`src/rtl/kqt_pkg.sv`:
```
// ---------------------------------------------------------------------------
// kqt_pkg: shared types for the keyed quantity table
// Request and response payloads, status and mode codes, the search token
// that runs down the cell chain and the write command sent back to a cell.
// ---------------------------------------------------------------------------
package kqt_pkg;

  localparam int ENTRIES    = 16;
  localparam int KEY_BITS   = 16;
  localparam int COUNT_BITS = 31;
  localparam int IDX_BITS   = (ENTRIES > 1) ? $clog2(ENTRIES) : 1;

  typedef logic [KEY_BITS-1:0]   key_t;
  typedef logic [COUNT_BITS-1:0] count_t;
  typedef logic [IDX_BITS-1:0]   idx_t;

  localparam count_t COUNT_MAX = {COUNT_BITS{1'b1}};

  typedef enum logic [1:0] {
    MODE_ADD    = 2'd0,
    MODE_REMOVE = 2'd1,
    MODE_QUERY  = 2'd2
  } mode_e;

  typedef enum logic [1:0] {
    STATUS_OK      = 2'd0,
    STATUS_INVALID = 2'd1,
    STATUS_MISSING = 2'd2,
    STATUS_FULL    = 2'd3
  } status_e;

  typedef enum logic [1:0] {
    ST_IDLE,
    ST_SCAN,
    ST_WAIT
  } state_e;

  typedef struct packed {
    logic [1:0]  mode;
    logic [15:0] item_key;
    logic [15:0] quantity;
  } req_t;

  typedef struct packed {
    status_e status;
    count_t  count;
    logic    enough;
  } rsp_t;

  // search token: carries the key and what the cells seen so far reported
  typedef struct packed {
    logic   valid;
    key_t   key;
    logic   hit;
    idx_t   hit_idx;
    count_t hit_count;
    logic   free;
    idx_t   free_idx;
  } scan_tok_t;

  // entry update addressed to one cell
  typedef struct packed {
    logic   en;
    idx_t   idx;
    logic   valid;
    key_t   key;
    count_t count;
  } cell_wr_t;

  // take the low KEY_BITS bits of the 16-bit key field, zero-extended
  function automatic key_t key_of(logic [15:0] field);
    logic [31:0] wide;
    key_t        k;
    wide = {16'b0, field};
    for (int i = 0; i < KEY_BITS; i++) begin
      k[i] = wide[i];
    end
    return k;
  endfunction

endpackage

```
`src/rtl/kqt_cell.sv`:
```
// ---------------------------------------------------------------------------
// kqt_cell: one table entry of the keyed quantity table
// Holds a key, a count and a valid bit, annotates the passing search token
// with a key hit or a free slot, and takes entry updates addressed to it.
// ---------------------------------------------------------------------------
module kqt_cell (
  input  logic               clk_i,
  input  logic               rst_ni,
  input  kqt_pkg::idx_t      cell_idx_i,
  input  kqt_pkg::scan_tok_t tok_i,
  output kqt_pkg::scan_tok_t tok_o,
  input  kqt_pkg::cell_wr_t  wr_i
);

  logic               valid_q;
  kqt_pkg::key_t      key_q;
  kqt_pkg::count_t    count_q;
  kqt_pkg::scan_tok_t tok_d, tok_q;

  // mark the first hit and the first free slot along the chain
  always_comb begin
    tok_d = tok_i;
    if (tok_i.valid) begin
      if (valid_q && (key_q == tok_i.key) && !tok_i.hit) begin
        tok_d.hit       = 1'b1;
        tok_d.hit_idx   = cell_idx_i;
        tok_d.hit_count = count_q;
      end
      if (!valid_q && !tok_i.free) begin
        tok_d.free     = 1'b1;
        tok_d.free_idx = cell_idx_i;
      end
    end
  end

  // advance the token to the next cell
  always_ff @(posedge clk_i or negedge rst_ni) begin
    if (!rst_ni) begin
      tok_q <= '0;
    end else begin
      tok_q <= tok_d;
    end
  end

  assign tok_o = tok_q;

  // entry valid bit
  always_ff @(posedge clk_i or negedge rst_ni) begin
    if (!rst_ni) begin
      valid_q <= 1'b0;
    end else if (wr_i.en && (wr_i.idx == cell_idx_i)) begin
      valid_q <= wr_i.valid;
    end
  end

  // entry payload
  always_ff @(posedge clk_i) begin
    if (wr_i.en && (wr_i.idx == cell_idx_i)) begin
      key_q   <= wr_i.key;
      count_q <= wr_i.count;
    end
  end

endmodule

```
`src/rtl/keyed_quantity_table_unit.sv`:
```
// ---------------------------------------------------------------------------
// keyed_quantity_table_unit: counting associative table of key/count pairs
// Requests (mode, item_key, quantity) enter on the in channel; one response
// (status, count, enough) per request leaves on the out channel.
//
// A request is taken while in_stall_o is low; in_stall_o then stays high
// until the response of that request has been loaded into the output
// register. The scan runs a search token down a chain of ENTRIES cells,
// one cell per cycle. When the token leaves the chain, the entry update is
// applied and the response is captured; the response is then loaded into
// the output register once that register is free. A new request is taken
// only after the response of the previous one has been loaded.
//
// The output register holds a response while out_stall_i is high; a new
// request may be taken meanwhile, and its response waits until the output
// register is free.
// Reset clears all entry valid bits, the chain tokens and the output valid;
// the table is empty and ready on the first cycle after reset.
// ---------------------------------------------------------------------------
module keyed_quantity_table_unit (
  input  logic          clk_i,
  input  logic          rst_ni,
  input  logic          in_valid_i,
  output logic          in_stall_o,
  input  kqt_pkg::req_t in_data_i,
  output logic          out_valid_o,
  input  logic          out_stall_i,
  output kqt_pkg::rsp_t out_data_o
);

  kqt_pkg::state_e    state_q, state_d;
  kqt_pkg::req_t      req_q;
  kqt_pkg::rsp_t      res_q, res_d;
  kqt_pkg::rsp_t      out_q;
  logic               out_valid_q;
  kqt_pkg::cell_wr_t  wr;
  kqt_pkg::scan_tok_t head_tok;
  kqt_pkg::scan_tok_t tok [kqt_pkg::ENTRIES+1];
  logic [kqt_pkg::ENTRIES-1:0] tok_vld;
  logic               in_accept;
  logic               scan_done;
  logic               out_free;

  assign in_stall_o = (state_q != kqt_pkg::ST_IDLE);
  assign in_accept  = in_valid_i && !in_stall_o;
  assign scan_done  = (state_q == kqt_pkg::ST_SCAN) && tok[kqt_pkg::ENTRIES].valid;
  assign out_free   = !out_valid_q || !out_stall_i;

  // launch a fresh token into the head of the chain
  always_comb begin
    head_tok       = '0;
    head_tok.valid = in_accept;
    head_tok.key   = kqt_pkg::key_of(in_data_i.item_key);
  end

  assign tok[0] = head_tok;

  // cell chain
  for (genvar i = 0; i < kqt_pkg::ENTRIES; i++) begin : g_cell
    kqt_cell u_cell (
      .clk_i      (clk_i),
      .rst_ni     (rst_ni),
      .cell_idx_i (kqt_pkg::idx_t'(i)),
      .tok_i      (tok[i]),
      .tok_o      (tok[i+1]),
      .wr_i       (wr)
    );
    assign tok_vld[i] = tok[i+1].valid;
  end

  // hold the request during the scan
  always_ff @(posedge clk_i) begin
    if (in_accept) begin
      req_q <= in_data_i;
    end
  end

  // decide the response and the entry update from the finished token
  always_comb begin
    kqt_pkg::scan_tok_t       t;
    kqt_pkg::key_t            key;
    logic [15:0]              qty;
    kqt_pkg::count_t          cnt;
    kqt_pkg::count_t          qty_w;
    logic [kqt_pkg::COUNT_BITS:0] sum;
    kqt_pkg::count_t          diff;
    t     = tok[kqt_pkg::ENTRIES];
    key   = kqt_pkg::key_of(req_q.item_key);
    qty   = req_q.quantity;
    qty_w = kqt_pkg::count_t'(qty);
    cnt   = t.hit ? t.hit_count : '0;
    sum   = {1'b0, cnt} + (kqt_pkg::COUNT_BITS+1)'(qty);
    diff  = cnt - qty_w;
    res_d        = '0;
    res_d.status = kqt_pkg::STATUS_OK;
    wr           = '0;
    wr.key       = key;
    if (key == '0) begin
      res_d.status = kqt_pkg::STATUS_INVALID;
      cnt          = '0;
    end else begin
      case (req_q.mode)
        kqt_pkg::MODE_ADD: begin
          if (qty == '0) begin
            res_d.status = kqt_pkg::STATUS_INVALID;
          end else if (t.hit) begin
            cnt      = sum[kqt_pkg::COUNT_BITS] ? kqt_pkg::COUNT_MAX
                                                : sum[kqt_pkg::COUNT_BITS-1:0];
            wr.en    = scan_done;
            wr.idx   = t.hit_idx;
            wr.valid = 1'b1;
            wr.count = cnt;
          end else if (t.free) begin
            cnt      = qty_w;
            wr.en    = scan_done;
            wr.idx   = t.free_idx;
            wr.valid = 1'b1;
            wr.count = cnt;
          end else begin
            res_d.status = kqt_pkg::STATUS_FULL;
          end
        end
        kqt_pkg::MODE_REMOVE: begin
          if (qty == '0) begin
            res_d.status = kqt_pkg::STATUS_INVALID;
          end else if (!t.hit || (cnt < qty_w)) begin
            res_d.status = kqt_pkg::STATUS_MISSING;
          end else begin
            cnt      = diff;
            wr.en    = scan_done;
            wr.idx   = t.hit_idx;
            wr.valid = (diff != '0);
            wr.count = diff;
          end
        end
        default: begin
          // query, and the unused code, leave the table alone
        end
      endcase
    end
    res_d.count  = cnt;
    res_d.enough = (cnt >= qty_w);
  end

  // state register
  always_ff @(posedge clk_i or negedge rst_ni) begin
    if (!rst_ni) begin
      state_q <= kqt_pkg::ST_IDLE;
    end else begin
      state_q <= state_d;
    end
  end

  // next state
  always_comb begin
    state_d = state_q;
    case (state_q)
      kqt_pkg::ST_IDLE: begin
        if (in_accept) state_d = kqt_pkg::ST_SCAN;
      end
      kqt_pkg::ST_SCAN: begin
        if (scan_done) state_d = kqt_pkg::ST_WAIT;
      end
      kqt_pkg::ST_WAIT: begin
        if (out_free) state_d = kqt_pkg::ST_IDLE;
      end
      default: state_d = kqt_pkg::ST_IDLE;
    endcase
  end

  // capture the response at the end of the scan
  always_ff @(posedge clk_i) begin
    if (scan_done) begin
      res_q <= res_d;
    end
  end

  // output register: load when free, drop on transfer
  always_ff @(posedge clk_i or negedge rst_ni) begin
    if (!rst_ni) begin
      out_valid_q <= 1'b0;
    end else if ((state_q == kqt_pkg::ST_WAIT) && out_free) begin
      out_valid_q <= 1'b1;
    end else if (!out_stall_i) begin
      out_valid_q <= 1'b0;
    end
  end

  always_ff @(posedge clk_i) begin
    if ((state_q == kqt_pkg::ST_WAIT) && out_free) begin
      out_q <= res_q;
    end
  end

  assign out_valid_o = out_valid_q;
  assign out_data_o  = out_q;

  // checks
  a_one_token: assert property (@(posedge clk_i) disable iff (!rst_ni)
    $countones(tok_vld) <= 1)
    else $error("more than one search token in the chain");

  a_token_in_scan: assert property (@(posedge clk_i) disable iff (!rst_ni)
    tok[kqt_pkg::ENTRIES].valid |-> (state_q == kqt_pkg::ST_SCAN))
    else $error("token left the chain outside a scan");

  a_write_at_end: assert property (@(posedge clk_i) disable iff (!rst_ni)
    wr.en |-> scan_done)
    else $error("entry update outside the end of a scan");

  a_busy_after_take: assert property (@(posedge clk_i) disable iff (!rst_ni)
    in_accept |=> (in_stall_o && (state_q == kqt_pkg::ST_SCAN)))
    else $error("request taken without starting a scan");

endmodule
```
`config.mk`:
```
export PLATFORM = sky130hd
export DESIGN_NAME = keyed_quantity_table_unit
export DESIGN_NICKNAME = d
export VERILOG_FILES = /design/src/rtl/kqt_pkg.sv /design/src/rtl/kqt_cell.sv /design/src/rtl/keyed_quantity_table_unit.sv
export SDC_FILE = /design/constraint.sdc
export NUM_CORES = 2
export LEC_CHECK = 0
export BUFFER_PORTS_ARGS = -buffer_cell sky130_fd_sc_hd__buf_2
export CAP_MARGIN = 20
export CELL_PAD_IN_SITES_DETAIL_PLACEMENT = 1
export CELL_PAD_IN_SITES_GLOBAL_PLACEMENT = 1
export CORE_ASPECT_RATIO = 0.75
export CORE_MARGIN = 5
export CORE_UTILIZATION = 49
export CTS_CLUSTER_SIZE = 30
export DETAILED_ROUTE_END_ITERATION = 6
export GPL_ROUTABILITY_DRIVEN = 0
export GPL_TIMING_DRIVEN = 0
export PLACE_DENSITY = 0.73
export SLEW_MARGIN = 20
export SYNTH_ARGS = -nofsm -noshare
export SYNTH_HDL_FRONTEND = slang
export SYNTH_SLANG_ARGS = --single-unit
```
`constraint.sdc`:
```
create_clock -name clk_i -period 7.16 [get_ports clk_i]
set_input_delay 0.358 -clock clk_i [delete_from_list [all_inputs] [get_ports clk_i]]
set_output_delay 0.358 -clock clk_i [all_outputs]
set_load 0.03 [all_outputs]
```
Word-level counts from Yosys, hierarchy flattened
Index checks and enable logic that the tools add are counted.
{"block": "classes", "addsub": 2, "multipliers": 0, "div_mod_pow": 0, "n_lt_le_gt_ge": 2, "eq_ne": 38, "shift": 0, "muxes": 83, "bitwise_logic": 0, "n_reduce_logical": 124}
{"cell": "41-bit 2-to-1 mux", "count": 16}
{"cell": "36-bit 2-to-1 mux", "count": 16}
{"cell": "31-bit 2-to-1 mux", "count": 13}
{"cell": "16-bit equality test", "count": 16}
{"cell": "31-bit one-hot mux with 2 select lines", "count": 2}
{"cell": "5-bit 2-to-1 mux", "count": 16}
{"cell": "1-bit logical AND", "count": 65}
{"cell": "1-bit logical NOT", "count": 49}
{"cell": "6-bit 2-to-1 mux", "count": 6}
{"cell": "31-bit by 16-bit adder with 32-bit output", "count": 1}
{"cell": "4-bit equality test, second input constant", "count": 8}
{"cell": "16-bit logical NOT", "count": 2}
{"cell": "31-bit by 16-bit >= comparator with 1-bit output", "count": 1}
{"cell": "31-bit by 16-bit < comparator with 1-bit output", "count": 1}
{"cell": "31-bit nonzero test", "count": 1}
{"cell": "31-bit by 16-bit subtractor with 31-bit output", "count": 1}
{"cell": "4-bit by 3-bit equality test with 1-bit output, second input constant", "count": 4}
{"cell": "16-bit 2-to-1 mux", "count": 1}
{"cell": "2-bit 2-to-1 mux", "count": 8}
{"cell": "6-bit one-hot mux with 2 select lines", "count": 1}
{"cell": "4-bit by 2-bit equality test with 1-bit output, second input constant", "count": 2}
{"cell": "2-bit != test, second input constant", "count": 3}
{"cell": "2-bit one-hot mux with 3 select lines", "count": 1}
{"cell": "2-bit by 1-bit equality test with 1-bit output, second input constant", "count": 2}
{"cell": "10 further kinds", "count": 13}
{"block": "totals", "register_bits": 1785, "latch_bits": 0, "ram_bits": 0, "mem_bits_ro": 0, "in_bits": 38, "output_inout_bits": 36, "word_cells": 419, "memories": 0}

Longest topological paths before layout
{"block": "logic_depth", "depth_word": 9, "ltp_mapped": 31}

Modules after synthesis
A second synthesis with hierarchy kept.
{"block": "unflattened", "cells_unflattened": 4006, "hier_area_um2": 67353.3}
{"module": "kqt_cell", "n_inst": 16, "cells_each": 183, "area_each_um2": 3638.5}
{"module": "keyed_quantity_table_unit", "n_inst": 1, "cells_each": 1078, "area_each_um2": 9137.5}

Worst setup path before layout
OpenSTA, ideal clock, no wires.
{"block": "synth_timing", "kind": "register to register", "from": "reg g_cell[15].u_cell.tok_q (netlist bit g_cell[15].u_cell.tok_o[40])", "to": "reg g_cell[8].u_cell.valid_q", "arrival_time_ns": 7.190, "required_ns": 7.034, "setup_slack_ns": -0.156, "path_stages_with_launch": 21, "path_buffers": 8, "synth_period_minus_slack_ns": 7.316, "path_cell_list": "dfrtp_1 clkbuf_1 clkbuf_1 buf_1 clkbuf_1 clkbuf_1 clkbuf_1 clkbuf_1 and2_1 ha_1 clkbuf_1 o211ai_1 nor2_1 o31ai_1 a31oi_1 a21boi_1 nor2_1 a41o_1 nand2b_1 nor2_1 mux2_2"}
{"block": "synth_via", "elab_chain_cells": 9}
{"element": "start, declared", "line": "kqt_cell.sv:18", "text": "kqt_pkg::scan_tok_t tok_d, tok_q;"}
{"element": "start signal, assigned", "line": "kqt_cell.sv:41", "text": "tok_q <= tok_d;"}
{"element": "branches (longest 5 deep; another with 31-bit by 16-bit subtractor with 31-bit output)"}
{"element": "6-bit one-hot mux with 2 select lines (*)", "line": "keyed_quantity_table_unit.sv:102", "text": "case (req_q.mode)"}
{"element": "6-bit 2-to-1 mux (*)", "line": "keyed_quantity_table_unit.sv:98", "text": "if (key == '0) begin"}
{"element": "4-bit equality test", "line": "kqt_cell.sv:51", "text": "end else if (wr_i.en && (wr_i.idx == cell_idx_i)) begin"}
{"element": "1-bit logical AND", "line": "kqt_cell.sv:51"}
{"element": "end signal, assigned", "line": "kqt_cell.sv:52", "text": "valid_q <= wr_i.valid;"}
{"element": "end, declared", "line": "kqt_cell.sv:15", "text": "logic valid_q;"}
Every way passes the cells marked *.
A chain may end at the register's enable or synchronous reset.

==> results.py <==
metrics = {
    "synthesis": {
        "synth_area_leaders": "edfxtp_1 40%, dfrtp_1 35%, mux2_2 8.4%",
        "synthesis.instances": 3811,
        "netlist_area_um2": 63800,
        "synth-seq-cells": 1755,
        "ys.flop_type": "dfrtp_1",
        "seq_area_frac_synth_pct": 75.6,
        "ys_warn_count": 0,
        "synth_cell_type_count": 78,
        "syn_area_per_cell_um2": 16.7,
        "synth.net_count": 3899,
        "synth_top_cell_by_area": "edfxtp_1",
        "synth_edf_count": 854,
        "async_flop_share_pct": 51.3,
        "synth_top_area_share_pct": 40.2,
    },
    "timing": {
        "fin_setup_tns_ps": 0,
        "skew_ps": 48.6,
        "rsz0062_at_grt": "false",
        "slew_headroom_pct": 14.8,
        "worst_slew_pin_slew_ps": 1270,
        "fin_crit_ps": 6890,
        "fmax_mhz": 145,
        "timing.hold.ws_ps": 39.2,
        "drv_slew": 0,
        "fin_crit_sh_pct": 96.2,
        "hold_viol_final": 0,
        "finalSetupViolations": 0,
    },
    "run_status": {
        "outcome": "finished, final reports clean",
    },
    "cts": {
        "numCtsBuffers": 159,
        "cts_sinks": 1755,
        "clk_latency_ps": 810,
        "cts-root-buf": "clkbuf_16",
        "clkTransAtPathRegs_ps": 60,
        "cts_tree": "built",
        "htreeDepth": 4,
        "cts_buffer_depth": 3,
    },
    "die": {
        "die_w_um": 427,
        "rows": 114,
        "fp.dieArea_um2": 138000,
        "coreArea_um2": 129000,
        "fp.dieH_um": 322,
        "initial_core_util_pct": 49.4,
        "io_pins": 74,
    },
    "grt": {
        "grt_usage_pct": 21.8,
        "antenna_found_initial": 1,
        "grt_first_pass_wirelength_mm": 228,
        "grt_max_degree": 143,
        "first_global_vias": 36300,
        "overflow": 0,
    },
    "routing": {
        "drc": 0,
        "viasPerCell": 5.50,
        "drt-total-wl_mm": 148,
        "drtIter0Drc": 2505,
        "drt-pass1-iter-count": 5,
        "wire_per_inst_um": 24.6,
        "num_vias": 33200,
        "ant_nets": 0,
    },
    "critical_path": {
        "r2r_cells": 25,
        "worstPathMaxFanout": 14,
        "worstPathArrival_ps": 7380,
        "cp-start-kind": "flop",
        "cp_top_family": "compound AO/OA/AOI/OAI gates",
        "slowest_stage": "a2111oi_1",
        "critPathBufInv": 7,
        "required_ps": 7650,
        "cp-end-kind": "flop",
        "cp_num_cells": 25,
        "critPathMaxStageDelay_ps": 1020,
        "criticalPathCategory": "reg -> reg",
    },
    "pwr": {
        "p_total_mw": 19.7,
        "ir_worst_vdd_uv": 262,
        "power.density_nw_per_um2": 267,
        "p_leak_nw": 29.7,
    },
    "finish": {
        "drive_gt1_share_pct": 24.4,
        "fill_cells": 11600,
        "layout.nets": 4238,
        "area_delta_synth_final_pct": 15.7,
        "final_cell_mix": "900 x dfrtp_1, 854 x edfxtp_1, 475 x mux2_2, 162 x clkbuf_16, 162 x xor2_1",
        "mostFrequentLayoutCell": "dfrtp_1",
        "fin_cells": 6028,
    },
    "placed_design": {
        "place_inst": 5687,
        "port_buffers": 73,
        "post-dp-hpwl_mm": 99.5,
    },
    "min_path": {
        "holdCritPathClass": "in -> async",
    },
    "flow_run": {
        "cap_violations": 0,
    },
}
-- worst paths after layout --
| kind | endpoint | startpoint | slack (ps) |
|---|---|---|---|
| max | res_q[0] | g_cell[15].u_cell.tok_o[40] | 270 |
| min | g_cell[0].u_cell.tok_o[50] | rst_ni | 40 |
| max reg2reg | res_q[0] | g_cell[15].u_cell.tok_o[40] | 270 |
| min reg2reg | g_cell[12].u_cell.tok_o[49] | g_cell[11].u_cell.tok_o[49] | 380 |
| max in group asynchronous | g_cell[14].u_cell.tok_o[21] | rst_ni | 5150 |
| min in group clk_i | g_cell[0].u_cell.tok_o[47] | in_data_i[22] | 230 |
-- stage by stage --
stage	setup WS [ps]	util [%]	instance area (um2)
after floorplan	-156	-	63800
after global placement	-13710	51.4	66300
after detailed placement	-3690	52.5	67700
after CTS	37.8	57.1	73700
after global routing	3.04	57.1	73800
final	269	57.2	73800
-- cell families (layout without fill, tap and decap cells) --
kind of cell | count (synthesis) | in the layout | share of synthesized area [%]
flops | 1755 | 1755 | 75.6
simple gates | 679 | 679 | 5.73
mux | 494 | 494 | 8.76
compound gates | 360 | 360 | 3.77
xor+xnor | 303 | 303 | 4.16
buf+inv | 170 | 645 | 1.01
fa+ha+maj | 50 | 50 | 1.00
other cells | 0 | 2 | 0
-- registers in the layout, summed over array words and instances, names as in the netlist --
signal	flops
g_cell.u_cell.count_q	496
res_q	34
out_data_o	34
state_q	2
out_valid_o	1
g_cell.u_cell.key_q	256
g_cell.u_cell.tok_o	882
req_q	34
g_cell.u_cell.valid_q	16
-- synthesized netlist by cell type, drive strengths merged, types with 4 or more instances --
cell,n
inv,59
edfxtp,854
o21a,13
and2,51
buf,6
nand3,42
o31a,4
a2111oi,14
o211ai,12
and3,7
a22oi,8
o21bai,5
a311oi,6
o41ai,5
nand4,42
a21o,14
or3,9
o221ai,5
dfrtp,901
ha,48
and4,5
a22o,6
a211o,4
o2111ai,5
mux2i,9
nand2b,54
nor3,28
nand4b,4
a221oi,8
o22ai,14
or2,65
a211oi,21
nor2b,49
o21ai,64
xor2,162
nor2,129
a31oi,15
mux2,485
xnor2,141
o31ai,20
nor4,64
clkbuf,104
or4,9
a21oi,89
nand2,111
-- layout make-up --
type | instances | area [um2] | share of cell area, %
Antenna cell | 2 | 5.00 | 0.00678
Buffer | 106 | 484 | 0.656
Clock buffer | 226 | 4550 | 6.17
Clock inverter | 71 | 793 | 1.08
Inverter | 60 | 225 | 0.305
Multi-Input combinational cell | 1886 | 15500 | 21.0
Sequential cell | 1755 | 48200 | 65.3
Tap cell | 1740 | 2180 | 2.95
Timing Repair Buffer | 182 | 1860 | 2.52
-- power by group --
group / internal [mW] / switching, mW / leakage, nW / total (mW)
combinational: 0.135 / 0.199 / 7.87 / 0.334
sequential: 10.7 / 0.101 / 19.2 / 10.8
clock: 4.79 / 3.80 / 2.62 / 8.58
total: 15.6 / 4.10 / 29.7 / 19.7
-- layer usage --
| metal | up-vias | part of all wire (%) | track usage (%) |
|---|---|---|---|
| met5 | - | 0 | 0 |
| met3 | 285 | 5.9 | 4.01 |
| li1 | 14500 | - | - |
| met4 | 0 | 2.7 | 6.44 |
| met1 | 17200 | 45 | 31.3 |
| met2 | 1089 | 46 | 34.4 |
-- worst register-to-register path, stage by stage, from the launching register on --
cell,delay [ps]
dfrtp_2,480
buf_8,190
clkbuf_16,200
clkbuf_8,200
buf_4,200
clkbuf_8,210
and2_4,170
ha_1,230
buf_2,190
or2_2,330
a2111o_1,390
o211ai_1,190
a211o_1,280
buf_4,150
o21ai_4,140
a21oi_1,210
a31oi_1,140
a22oi_1,230
nor2_1,70
a2111oi_1,1020
ha_1,430
a311oi_2,240
o31a_1,170
o311ai_0,120
nor4_1,290
nand4b_1,120
-- repair_timing --
action | CTS | global route
endpoints found under the hold margin | 319 | 0
cloned | 0 | 1
endpoints found under the setup margin | 1297 | 99
resized for setup | 55 | 14
pin swaps | 4 | 7
setup buffers | 5 | 3
hold buffers | 37 | 0
Note: power is estimated with default switching activity, not from simulation.
